==> src/design/gcni_pkg.sv <==
// ----------------------------------------------------------------------------
// gcni_pkg
// Shared types and constants for the grid cell neighbor index block.
// ----------------------------------------------------------------------------
`default_nettype none

package gcni_pkg;

    // Grid limits and field widths
    localparam int MAX_COLS        = 256;
    localparam int MAX_ROWS        = 256;
    localparam int IDX_W           = 17;
    localparam int DIR_W           = 3;
    localparam int SIZE_W          = 9;
    localparam int POS_W           = 8;
    localparam int CFG_IDX_W       = 2;

    // Divider split: one quotient bit per step, two steps per stage
    localparam int DIV_STEPS       = POS_W;
    localparam int STEPS_PER_STAGE = 2;
    localparam int DIV_STAGES      = DIV_STEPS / STEPS_PER_STAGE;

    // Cycles from an accepted start to the result strobe
    localparam int LATENCY         = DIV_STAGES + 4;

    typedef enum logic [1:0] {
        MODE_SQUARE = 2'd0,
        MODE_HEX    = 2'd1,
        MODE_TRI    = 2'd2,
        MODE_NONE   = 2'd3
    } t_mode;

    typedef enum logic [CFG_IDX_W-1:0] {
        REG_TILING_MODE = 2'd0,
        REG_GRID_COLS   = 2'd1,
        REG_GRID_ROWS   = 2'd2
    } t_reg_idx;

    typedef struct packed {
        logic [IDX_W-1:0] cell_index;
        logic [DIR_W-1:0] direction;
    } t_in_item;

    typedef struct packed {
        logic [IDX_W-1:0] neighbor_cell;
        logic             found;
    } t_out_item;

    // One stage of the row/column divider
    typedef struct packed {
        logic             valid;
        logic             in_grid;
        logic             orient;
        logic [DIR_W-1:0] dir;
        logic [SIZE_W-1:0] rem;
        logic [POS_W-1:0] low;
        logic [POS_W-1:0] quo;
    } t_div_stage;

    // Saturate a size register into [1, maxv]
    function automatic logic [SIZE_W-1:0] clamp_size(input logic [SIZE_W-1:0] v,
                                                     input logic [SIZE_W-1:0] maxv);
        logic [SIZE_W-1:0] res;
        begin
            if (v == '0) begin
                res = SIZE_W'(1);
            end else if (v > maxv) begin
                res = maxv;
            end else begin
                res = v;
            end
            return res;
        end
    endfunction

    // One restoring division step: shift in the next dividend bit
    function automatic t_div_stage div_step(input t_div_stage s,
                                            input logic [SIZE_W-1:0] divisor);
        t_div_stage        ns;
        logic [SIZE_W:0]   trial;
        logic              qbit;
        begin
            ns    = s;
            trial = {s.rem, s.low[POS_W-1]};
            qbit  = (trial >= {1'b0, divisor});
            if (qbit) begin
                ns.rem = SIZE_W'(trial - {1'b0, divisor});
            end else begin
                ns.rem = trial[SIZE_W-1:0];
            end
            ns.low = {s.low[POS_W-2:0], 1'b0};
            ns.quo = {s.quo[POS_W-2:0], qbit};
            return ns;
        end
    endfunction

endpackage

`default_nettype wire

==> src/design/grid_cell_neighbor_index.sv <==
// ----------------------------------------------------------------------------
// grid_cell_neighbor_index
// Neighbor lookup for square, hex offset-row and triangle tilings.
// ----------------------------------------------------------------------------
// Usage:
//   Pulse start with an item (cell index, direction) on i_item; an item is
//   taken at every edge with start high and busy low. busy stays low, so a
//   new item may follow every cycle: one item per cycle sustained.
//   Each transfer returns exactly one result on o_result, marked by o_valid
//   for one cycle. Results leave in the order the items came in.
//   The row/column divider sits in the middle: the linear index is split
//   into row and column by a restoring divide of eight quotient bits, two bits
//   per stage over four stages. Around it sit an input register, a grid range
//   check, the neighbor offset stage and the multiply-add output stage.
//   Configuration: i_cfg_valid/o_cfg_ready with a register index and data.
//   o_cfg_ready is always high; write only while no item is in flight.
//   Reset (synchronous, active low) clears all stage valid bits and restores
//   square mode with a 1 x 1 grid. There is no receiver stall: results are
//   presented once and must be taken.
// ----------------------------------------------------------------------------
`default_nettype none

module grid_cell_neighbor_index
    import gcni_pkg::*;
(
    input  wire logic                 i_clk,
    input  wire logic                 i_rst_n,
    input  wire logic                 start,
    output      logic                 busy,
    input  wire t_in_item             i_item,
    output      logic                 o_valid,
    output      t_out_item            o_result,
    input  wire logic                 i_cfg_valid,
    output      logic                 o_cfg_ready,
    input  wire logic [CFG_IDX_W-1:0] i_cfg_index,
    input  wire logic [SIZE_W-1:0]    i_cfg_data
);

    // ------------------------------------------------------------------
    // Configuration registers
    // ------------------------------------------------------------------
    t_mode             r_mode;
    logic [SIZE_W-1:0] r_cols_raw;
    logic [SIZE_W-1:0] r_rows_raw;
    logic [SIZE_W-1:0] cols_c;
    logic [SIZE_W-1:0] rows_c;
    logic [IDX_W-1:0]  r_cells;

    assign o_cfg_ready = 1'b1;
    assign busy        = 1'b0;

    always_ff @(posedge i_clk) begin
        if (!i_rst_n) begin
            r_mode     <= MODE_SQUARE;
            r_cols_raw <= SIZE_W'(1);
            r_rows_raw <= SIZE_W'(1);
        end else if (i_cfg_valid && o_cfg_ready) begin
            case (i_cfg_index)
                REG_TILING_MODE: r_mode     <= t_mode'(i_cfg_data[1:0]);
                REG_GRID_COLS:   r_cols_raw <= i_cfg_data;
                REG_GRID_ROWS:   r_rows_raw <= i_cfg_data;
                default: begin
                    // unmapped index: drop the write
                end
            endcase
        end
    end

    assign cols_c = clamp_size(r_cols_raw, SIZE_W'(MAX_COLS));
    assign rows_c = clamp_size(r_rows_raw, SIZE_W'(MAX_ROWS));

    // Cell count of the grid, registered from the clamped size registers
    always_ff @(posedge i_clk) begin
        r_cells <= IDX_W'(rows_c * cols_c);
    end

    // ------------------------------------------------------------------
    // Input register: strip the triangle orientation bit
    // ------------------------------------------------------------------
    logic              r_in_valid;
    logic [IDX_W-1:0]  r_in_cell;
    logic              r_in_orient;
    logic [DIR_W-1:0]  r_in_dir;

    always_ff @(posedge i_clk) begin
        if (!i_rst_n) begin
            r_in_valid <= 1'b0;
        end else begin
            r_in_valid <= start && !busy;
        end
    end

    always_ff @(posedge i_clk) begin
        r_in_cell   <= (r_mode == MODE_TRI) ? {1'b0, i_item.cell_index[IDX_W-1:1]}
                                            : i_item.cell_index;
        r_in_orient <= i_item.cell_index[0];
        r_in_dir    <= i_item.direction;
    end

    // ------------------------------------------------------------------
    // Range check and divider setup. Inside the grid the row is below
    // MAX_ROWS, so the top byte of the index is already below cols.
    // ------------------------------------------------------------------
    t_div_stage r_div [DIV_STAGES+1];
    t_div_stage n_div [DIV_STAGES+1];

    always_comb begin
        n_div[0].valid   = r_in_valid;
        n_div[0].in_grid = (r_in_cell < r_cells);
        n_div[0].orient  = r_in_orient;
        n_div[0].dir     = r_in_dir;
        n_div[0].rem     = {1'b0, r_in_cell[2*POS_W-1:POS_W]};
        n_div[0].low     = r_in_cell[POS_W-1:0];
        n_div[0].quo     = '0;
        for (int s = 1; s <= DIV_STAGES; s++) begin
            n_div[s] = r_div[s-1];
            for (int k = 0; k < STEPS_PER_STAGE; k++) begin
                n_div[s] = div_step(n_div[s], cols_c);
            end
        end
    end

    always_ff @(posedge i_clk) begin
        for (int s = 0; s <= DIV_STAGES; s++) begin
            if (!i_rst_n) begin
                r_div[s].valid <= 1'b0;
            end else begin
                r_div[s].valid <= n_div[s].valid;
            end
            r_div[s].in_grid <= n_div[s].in_grid;
            r_div[s].orient  <= n_div[s].orient;
            r_div[s].dir     <= n_div[s].dir;
            r_div[s].rem     <= n_div[s].rem;
            r_div[s].low     <= n_div[s].low;
            r_div[s].quo     <= n_div[s].quo;
        end
    end

    // ------------------------------------------------------------------
    // Neighbor offset: row/column step by mode, parity and orientation
    // ------------------------------------------------------------------
    t_div_stage        d_last;
    logic [POS_W-1:0]  row0;
    logic [POS_W-1:0]  col0;
    logic              par;
    logic              dir_ok;
    logic [1:0]        dr;
    logic [1:0]        dc;
    logic [SIZE_W:0]   tr;
    logic [SIZE_W:0]   tc;
    logic              n_ok;

    assign d_last = r_div[DIV_STAGES];
    assign row0   = d_last.quo;
    assign col0   = d_last.rem[POS_W-1:0];
    assign par    = row0[0];

    // dr/dc are two's complement steps of -1, 0 or +1
    always_comb begin
        dir_ok = 1'b0;
        dr     = 2'b00;
        dc     = 2'b00;
        case (r_mode)
            MODE_SQUARE: begin
                dir_ok = (d_last.dir < DIR_W'(4));
                case (d_last.dir[1:0])
                    2'd0:    dr = 2'b01;
                    2'd1:    dr = 2'b11;
                    2'd2:    dc = 2'b11;
                    default: dc = 2'b01;
                endcase
            end
            MODE_HEX: begin
                dir_ok = (d_last.dir < DIR_W'(6));
                case (d_last.dir)
                    3'd0: begin dc = 2'b01; end
                    3'd1: begin dr = 2'b01; dc = {1'b0, par}; end
                    3'd2: begin dr = 2'b01; dc = par ? 2'b00 : 2'b11; end
                    3'd3: begin dc = 2'b11; end
                    3'd4: begin dr = 2'b11; dc = par ? 2'b00 : 2'b11; end
                    default: begin dr = 2'b11; dc = {1'b0, par}; end
                endcase
            end
            MODE_TRI: begin
                dir_ok = (d_last.dir < DIR_W'(3));
                if (!d_last.orient) begin
                    // pointing up
                    case (d_last.dir[1:0])
                        2'd0:    dr = 2'b11;
                        2'd1:    dc = par ? 2'b00 : 2'b11;
                        default: dc = {1'b0, par};
                    endcase
                end else begin
                    // pointing down
                    case (d_last.dir[1:0])
                        2'd0:    dr = 2'b01;
                        2'd1:    dc = {1'b0, !par};
                        default: dc = par ? 2'b11 : 2'b00;
                    endcase
                end
            end
            default: begin
                dir_ok = 1'b0;
            end
        endcase
    end

    assign tr   = {2'b00, row0} + {{(SIZE_W-1){dr[1]}}, dr};
    assign tc   = {2'b00, col0} + {{(SIZE_W-1){dc[1]}}, dc};
    assign n_ok = d_last.in_grid && dir_ok
               && !tr[SIZE_W] && (tr[SIZE_W-1:0] < rows_c)
               && !tc[SIZE_W] && (tc[SIZE_W-1:0] < cols_c);

    logic             r_nb_valid;
    logic             r_nb_ok;
    logic [POS_W-1:0] r_nb_row;
    logic [POS_W-1:0] r_nb_col;
    logic             r_nb_orient;

    always_ff @(posedge i_clk) begin
        if (!i_rst_n) begin
            r_nb_valid <= 1'b0;
        end else begin
            r_nb_valid <= d_last.valid;
        end
    end

    always_ff @(posedge i_clk) begin
        r_nb_ok     <= n_ok;
        r_nb_row    <= tr[POS_W-1:0];
        r_nb_col    <= tc[POS_W-1:0];
        r_nb_orient <= d_last.orient;
    end

    // ------------------------------------------------------------------
    // Output: linear index = row * cols + col, triangles append the
    // opposite orientation bit
    // ------------------------------------------------------------------
    logic [IDX_W-1:0] lin;
    logic [IDX_W-1:0] n_index;

    assign lin     = IDX_W'(r_nb_row * cols_c) + IDX_W'(r_nb_col);
    assign n_index = (r_mode == MODE_TRI) ? {lin[IDX_W-2:0], !r_nb_orient} : lin;

    always_ff @(posedge i_clk) begin
        if (!i_rst_n) begin
            o_valid <= 1'b0;
        end else begin
            o_valid <= r_nb_valid;
        end
    end

    always_ff @(posedge i_clk) begin
        o_result.neighbor_cell <= r_nb_ok ? n_index : '0;
        o_result.found         <= r_nb_ok;
    end

endmodule

`default_nettype wire

==> config.mk <==
export PLATFORM = sky130hd
export DESIGN_NAME = grid_cell_neighbor_index
export DESIGN_NICKNAME = d
export VERILOG_FILES = /design/src/design/gcni_pkg.sv /design/src/design/grid_cell_neighbor_index.sv
export SDC_FILE = /design/constraint.sdc
export NUM_CORES = 1
export LEC_CHECK = 0
export CAP_MARGIN = 10
export CORE_ASPECT_RATIO = 1.25
export CORE_MARGIN = 4
export CORE_UTILIZATION = 65
export DETAILED_ROUTE_END_ITERATION = 6
export DONT_BUFFER_PORTS = 1
export MAX_ROUTING_LAYER = met4
export PLACE_DENSITY = 0.81
export SLEW_MARGIN = 25
export SYNTH_ARGS = -nofsm -noshare
export SYNTH_HDL_FRONTEND = slang
export SYNTH_SLANG_ARGS = --single-unit
==> constraint.sdc <==
create_clock -name i_clk -period 6 [get_ports i_clk]
set_clock_uncertainty 0.2 [all_clocks]
set_input_delay 1.2 -clock i_clk [delete_from_list [all_inputs] [get_ports i_clk]]
set_output_delay 1.2 -clock i_clk [all_outputs]
set_load 0.05 [all_outputs]
==> results.json, run 1 <==
{
  "swShare_pct": 41.1,
  "antenna_found_initial": 0,
  "regArea_um2": 4200,
  "pwr-share-comb_pct": 59.3,
  "cts-root-buf": "clkbuf_16",
  "post_cts.repair.setup_buffers": 0,
  "drive_gt1_share_pct": 8.76,
  "worstSetupPathType": "reg -> reg",
  "fmax_mhz": 180,
  "rows": 63,
  "tightest_slew_ns": 0.783,
  "initialDrtViolationCount": 482,
  "clockPowerShare_pct": 17.3,
  "hold_buffers": 0,
  "drv_slew": 0,
  "cts_sinks": 210,
  "arrival_ns": 5.76,
  "final_antenna_net_count": 0,
  "area_growth_pct": 7.99,
  "rr_endpoint": "r_div[4][18]",
  "initial_utilization_pct": 65.7,
  "numCtsBuffers": 23,
  "timing.setup.tns_ns": 0,
  "routed_wl_um": 34200,
  "synthAdderAreaFrac_pct": 29.8,
  "tritoncts": "yes",
  "multiInputGateArea_um2": 10300,
  "portBuffers": 0,
  "h-tree-depth": 1,
  "ir_drop_v": 0.000324,
  "synth-compound-area-share_pct": 10.9,
  "status": "completed",
  "synth_edf_count": 0,
  "die_area_um2": 26500,
  "synthCells": 1698,
  "die_w_um": 146,
  "crit_path_end_kind": "register",
  "hp-class": "reg -> reg",
  "path_clk_slew_ns": 0.07,
  "mappedNetlistArea_um2": 15500,
  "crit_start": "r_cols_raw[8]",
  "crit_required_ns": 6.21,
  "ys.flop_type": "dfxtp_1",
  "ys.warnings.count": 0,
  "wl_per_cell_um": 16.9,
  "synth_cell_types": 70,
  "synth_top_family_by_area": "adder cells",
  "vias": 11700,
  "synth_xor_xnor_area_share_pct": 4.23,
  "dr.pass1.iters": 5,
  "synthSimpleGateAreaFrac_pct": 15.0,
  "stdcell_count": 2028,
  "ys_seq_area_share_pct": 27.0,
  "grt_pass1_vias": 12100,
  "async_reset_ff_share_pct": 0,
  "internal_power_mw": 4.85,
  "grt-ovfl-total": 0,
  "dp_hpwl_um": 27100,
  "finalHoldViolCount": 0,
  "cts-resized-gates": 0,
  "die_height_um": 181,
  "ys_ff_latch": 210,
  "nNetsFinal": 2060,
  "worst_setup_path_start_kind": "register",
  "rsz0062_at_grt": "no",
  "layout_worst_path_cycle_share_pct": 92.6,
  "antenna_cells": 0,
  "grt_start_max_net_pins": 29,
  "path_max_fanout": 14,
  "rrSetupSlack_ns": 0.45,
  "setup_viol": 0,
  "io_pins": 56,
  "synth.net_count": 2038,
  "drc": 0,
  "placed_cells": 1987,
  "clk_latency_ns": 0.52,
  "syn_area_per_cell_um2": 9.15,
  "rr_startpoint": "r_cols_raw[8]",
  "cp-endpoint": "r_div[4][18]",
  "grt_pass1_wl_um": 57400,
  "seqPwrFrac_pct": 23.4,
  "grt_use_total_pct": 26.9,
  "slew_headroom_pct": 47.6,
  "leakage_nw": 7.97,
  "gp_congestion": 1.00,
  "powerDensity_nw_per_um2": 491,
  "switching_power_mw": 3.39,
  "period_needed_ns": 5.55,
  "drv_cap": 0,
  "muxShareOfSynthArea_pct": 6.31,
  "nFillCells": 1778,
  "ff2ff_path_depth": 17,
  "cts_buffer_depth": 3,
  "core_area_um2": 23600,
  "vias_per_cell": 5.74
}
## cells in the final DEF, fill, tap and decap left out, types with 8 or more instances in the layout
| cell | n |
|---|---|
| inv_1 | 230 |
| dfxtp_1 | 210 |
| ha_1 | 196 |
| nand2_1 | 176 |
| fa_1 | 109 |
| nor2_1 | 105 |
| a21oi_1 | 76 |
| nor2b_1 | 61 |
| and2_1 | 57 |
| xnor2_1 | 56 |
| o21ai_0 | 55 |
| mux2_2 | 46 |
| buf_4 | 37 |
| mux2i_1 | 35 |
| a21o_1 | 24 |
| clkbuf_16 | 23 |
| xor2_1 | 19 |
| nand2b_1 | 18 |
| o21a_1 | 16 |
| nor3_1 | 15 |
| nand3_1 | 11 |
| or2_2 | 10 |
| nand4_1 | 9 |
| a211oi_1 | 9 |
| o31a_1 | 8 |
## routing by layer
metal	up-vias	wire length, um	track usage [%]
li1	5649	-	-
met1	5537	13300	30.1
met2	350	17800	48.5
met3	114	1640	3.14
met4	0	1530	11.1
met5	-	0	-
## final cells by class
class,instances,share of cell area (%)
inverter,230,5.14
sequential,210,25.0
timing repair buffer,37,1.65
multi-input combinational,1218,61.4
tap,292,2.18
clock buffer,25,3.53
clock inverter,16,1.01
## power groups by stage
stage | logic (mW) | registers, mW | clock network, mW
after detailed placement | 4.82 | 1.95 | 0
after global placement | 4.62 | 1.95 | 0
after floorplan | 3.98 | 1.85 | 0
final | 4.89 | 1.93 | 1.42
after CTS | 4.86 | 1.93 | 1.45
after global routing | 5.50 | 1.96 | 1.50
## worst min-delay path by stage
| stage | start | endpoint | slack, ns | cells past startpoint |
|---|---|---|---|---|
| global route | r_div[1][13] | r_div[2][15] | 0.13 | 0 |
| detailed placement | r_div[0][10] | r_div[1][12] | 0.11 | 0 |
| CTS | r_div[1][13] | r_div[2][15] | 0.12 | 0 |
| finish | r_div[1][13] | r_div[2][15] | 0.12 | 0 |
| floorplan | r_in_dir[0] | r_div[0][25] | 0.11 | 0 |
| global placement | r_div[3][5] | r_div[4][7] | 0.11 | 0 |
## cells by family after synthesis
group,count (synthesis)
and+or+nand+nor,488
adders and majority gates,305
buffers and inverters,270
AOI/OAI and AO/OA,259
DFF,210
muxes,89
xor gates and xnor gates,75
other,2
## synthesized netlist by cell type (10+ instances only)
master    count  area, um2
a21o_1       24        180
nand3_1      11       55.1
mux2_2       46        518
xnor2_1      56        490
o21a_1       16        120
clkbuf_1     31        116
and2_1       57        357
nand2b_1     18        113
fa_1        109       2180
xor2_1       19        166
nor3_1       15       75.1
o21ai_0      55        275
a21oi_1      76        380
inv_1       230        863
mux2i_1      35        350
nand2_1     176        661
or2_2        10       62.6
nor2_1      106        398
nor2b_1      63        394
ha_1        196       2450
dfxtp_1     210       4200
## state kept, by name, summed over array words and instances (netlist names)
| signal | cells |
|---|---|
| o_result | 18 |
| o_valid | 1 |
| r_cells | 17 |
| r_cols_raw | 9 |
| r_div | 113 |
| r_in_cell | 17 |
| r_in_dir | 3 |
| r_in_orient | 1 |
| r_in_valid | 1 |
| r_mode | 2 |
| r_nb_col | 8 |
| r_nb_ok | 1 |
| r_nb_orient | 1 |
| r_nb_row | 8 |
| r_nb_valid | 1 |
| r_rows_raw | 9 |
## critical path, stage by stage (launching register included)
cell,delay [ns]
dfxtp_1,0.57
nor2b_1,0.13
buf_4,0.19
inv_1,0.39
ha_1,0.36
o21ai_0,0.21
a21oi_2,0.08
o211ai_1,0.28
a21oi_1,0.15
nor2_2,0.41
mux2_2,0.42
ha_1,0.34
and4_1,0.22
a41oi_1,0.25
o21ai_0,0.12
a21o_1,0.22
a221oi_4,0.50
mux2_2,0.41
## stage by stage
stage	worst slack (ns)	power [mW]	hold slack, ns	util [%]	instance area [um2]
after global placement	0.596	6.57	0.110	67.8	16000
after floorplan	0.452	5.83	0.110	-	15500
after detailed placement	0.475	6.77	0.112	67.8	16000
after CTS	0.469	8.24	0.123	71.0	16800
final	0.446	8.24	0.124	71.0	16800
after global routing	0.0529	8.97	0.128	71.0	16800
(Power assumes the default switching activity.)
==> run 2, diff against run 1 <==
- ABC_AREA: unset -> 1
==> results.json, run 2 <==
{
  "status": "finished, violations left",
  "violations": "DRC",
  "antenna_found_initial": 0,
  "hp-class": "reg -> reg",
  "final_antenna_net_count": 0,
  "cts-root-buf": "clkbuf_16",
  "dp_hpwl_um": 31200,
  "leakage_nw": 9.37,
  "ys_seq_area_share_pct": 25.6,
  "drv_slew": 0,
  "vias": 14000,
  "rows": 64,
  "hold_end": "r_div[2][2]",
  "synth_area_leader_cell": "dfxtp_1",
  "fin_area_um2": 17600,
  "path_clk_slew_ns": 0.06,
  "h-tree-depth": 1,
  "worstSetupPathType": "reg -> reg",
  "die_height_um": 186,
  "timing.setup.tns_ns": 0,
  "path_max_fanout": 10,
  "die_w_um": 150,
  "async_reset_ff_share_pct": 0,
  "crit_start": "r_rows_raw[0]",
  "drv_cap": 0,
  "top_register": "r_div",
  "ys.warnings.count": 0,
  "crit_required_ns": 6.24,
  "mappedNetlistArea_um2": 16400,
  "placed_area_um2": 16800,
  "io_pins": 56,
  "dr.pass1.iters": 7,
  "tightest_slew_ns": 0.745,
  "synth_cell_types": 47,
  "fmax_mhz": 188,
  "synth.net_count": 2552,
  "drive_gt1_share_pct": 5.18,
  "tritoncts": "yes",
  "crit_path_end_kind": "register",
  "area_growth_pct": 7.02,
  "routed_wl_um": 40000,
  "slew_headroom_pct": 50.2,
  "synthCells": 2212,
  "rr_startpoint": "r_rows_raw[0]",
  "hold_buffers": 0,
  "numCtsBuffers": 24,
  "final_util_pct": 71.1,
  "cts_buffer_depth": 3,
  "cts-resized-gates": 0,
  "ff2ff_path_depth": 20,
  "portBuffers": 0,
  "gp_congestion": 0.970,
  "initialDrtViolationCount": 754,
  "hold_start": "r_div[1][0]",
  "grt_start_max_net_pins": 40,
  "synth_commonest_cells": "nand2_1, inv_1, nor2_1",
  "grt_use_total_pct": 30.6,
  "core_area_um2": 24700,
  "largest_reg_flops": 113,
  "final_cell_mix": "nand2_1, inv_1, nor2_1",
  "period_needed_ns": 5.33,
  "wl_per_cell_um": 15.6,
  "nNetsFinal": 2563,
  "post_cts.repair.setup_buffers": 0,
  "setup_viol": 0,
  "grt-ovfl-total": 0,
  "critPathMaxStageDelay_ns": 0.58,
  "ys_top_cells_by_area": "dfxtp_1, ha_1, fa_1",
  "rr_endpoint": "r_cells[14]",
  "synth_edf_count": 0,
  "ys.flop_type": "dfxtp_1",
  "syn_area_per_cell_um2": 7.44,
  "powerDensity_nw_per_um2": 539,
  "rsz0062_at_grt": "no",
  "cp_num_cells": 20,
  "synth.most_common_cell": "nand2_1",
  "arrival_ns": 5.57,
  "die_area_um2": 27900,
  "clk_latency_ns": 0.53,
  "synth_top_area_share_pct": 25.6,
  "largestRegisters": "r_div x113, o_result x18",
  "critPathSlowestCell": "nor2_1",
  "layout_worst_path_cycle_share_pct": 88.9,
  "finalHoldViolCount": 0,
  "initial_utilization_pct": 66.5,
  "worst_setup_path_start_kind": "register",
  "vias_per_cell": 5.45,
  "crit_top_cell": "nor2_1",
  "rrSetupSlack_ns": 0.67,
  "min_path_cells": 0,
  "cts_sinks": 210,
  "path_buf_inv": 3,
  "drc": 6,
  "worstPathCellList": "nor2_1 -> nand2_1 -> nor2_1 -> nor2_1 -> nor2_1 -> nand2_1 -> fa_1 -> inv_1 -> fa_1 -> fa_1 -> inv_1 -> fa_1 -> inv_1 -> ha_1 -> a21oi_1 -> o21ai_0 -> a21oi_1 -> nor2_1 -> nor2_1 -> xor2_1",
  "fin_total_pwr_mw": 9.49,
  "layout_commonest_cell": "nand2_1",
  "cp_top_family": "adder cells",
  "ys_ff_latch": 210,
  "antenna_cells": 0,
  "grt_pass1_vias": 14400,
  "ir_drop_v": 0.000316,
  "grt_pass1_wl_um": 67500
}
run 2: cell count changes after synthesis, sizes merged, moves of 54 or more:
cell	delta
inv	+151
nand3	+92
mux2	-54
nor2b	-63
and2	-55
nand2	+406
nor2	+123
run 2: cells by family after synthesis:
family	count (synthesis)	synth area share [%]
AND/OR/NAND/NOR	987	25.2
buffers and inverters	417	9.88
adder cells (fa/ha/maj)	305	28.2
AO/OA/AOI/OAI	224	7.53
flip-flops	210	25.6
XOR/XNOR	67	3.57
other	2	0.0457
run 2: how the worst max path moves through the flow:
| stage | end | slack (ns) |
|---|---|---|
| floorplan | o_result[13] | 0.77 |
| global placement | r_cells[14] | 0.89 |
| detailed placement | r_cells[14] | 0.78 |
| CTS | r_cells[14] | 0.73 |
| global route | r_cells[14] | 0.33 |
| finish | r_cells[14] | 0.67 |
run 2: worst register-to-register path: stages, from the launching register on:
cell	delay (ns)
dfxtp_1	0.34
nor2_1	0.14
nand2_1	0.08
nor2_1	0.18
nor2_1	0.09
nor2_1	0.58
nand2_1	0.19
fa_1	0.54
inv_1	0.05
fa_1	0.48
fa_1	0.54
inv_1	0.06
fa_1	0.54
inv_1	0.04
ha_1	0.35
a21oi_1	0.18
o21ai_0	0.13
a21oi_1	0.21
nor2_1	0.06
nor2_1	0.12
xor2_1	0.16
run 2: cell type report:
class / count / area (um2)
multi-input cells: 1585 / 10600
fillers: 1997 / 7140
flip-flops and latches: 210 / 4200
inverters: 384 / 1440
clock buffers: 28 / 657
well taps: 330 / 413
repair buffers: 18 / 135
clock inverters: 14 / 131
run 2: report_power, final:
part | switching (mW) | internal [mW] | total, mW
logic | 3.81 | 2.28 | 6.09
clock network | 0.605 | 0.838 | 1.44
registers | 0.213 | 1.75 | 1.96
run 2: per-layer routing:
metal	track usage, %	up-vias	part of all wire (%)
li1	-	6936	-
met1	35.6	6445	40
met2	52.3	453	49
met3	4.90	157	6.2
met4	13.3	0	4.9
met5	-	-	0
run 2: stage by stage:
stage / setup slack (ns) / hold WS [ns] / std cells
after detailed placement: 0.782 / 0.112 / 2527
after CTS: 0.730 / 0.124 / 2569
after global routing: 0.329 / 0.131 / 2569
after floorplan: 0.770 / 0.110 / 2212
final: 0.668 / 0.123 / 2569
after global placement: 0.890 / 0.110 / 2527
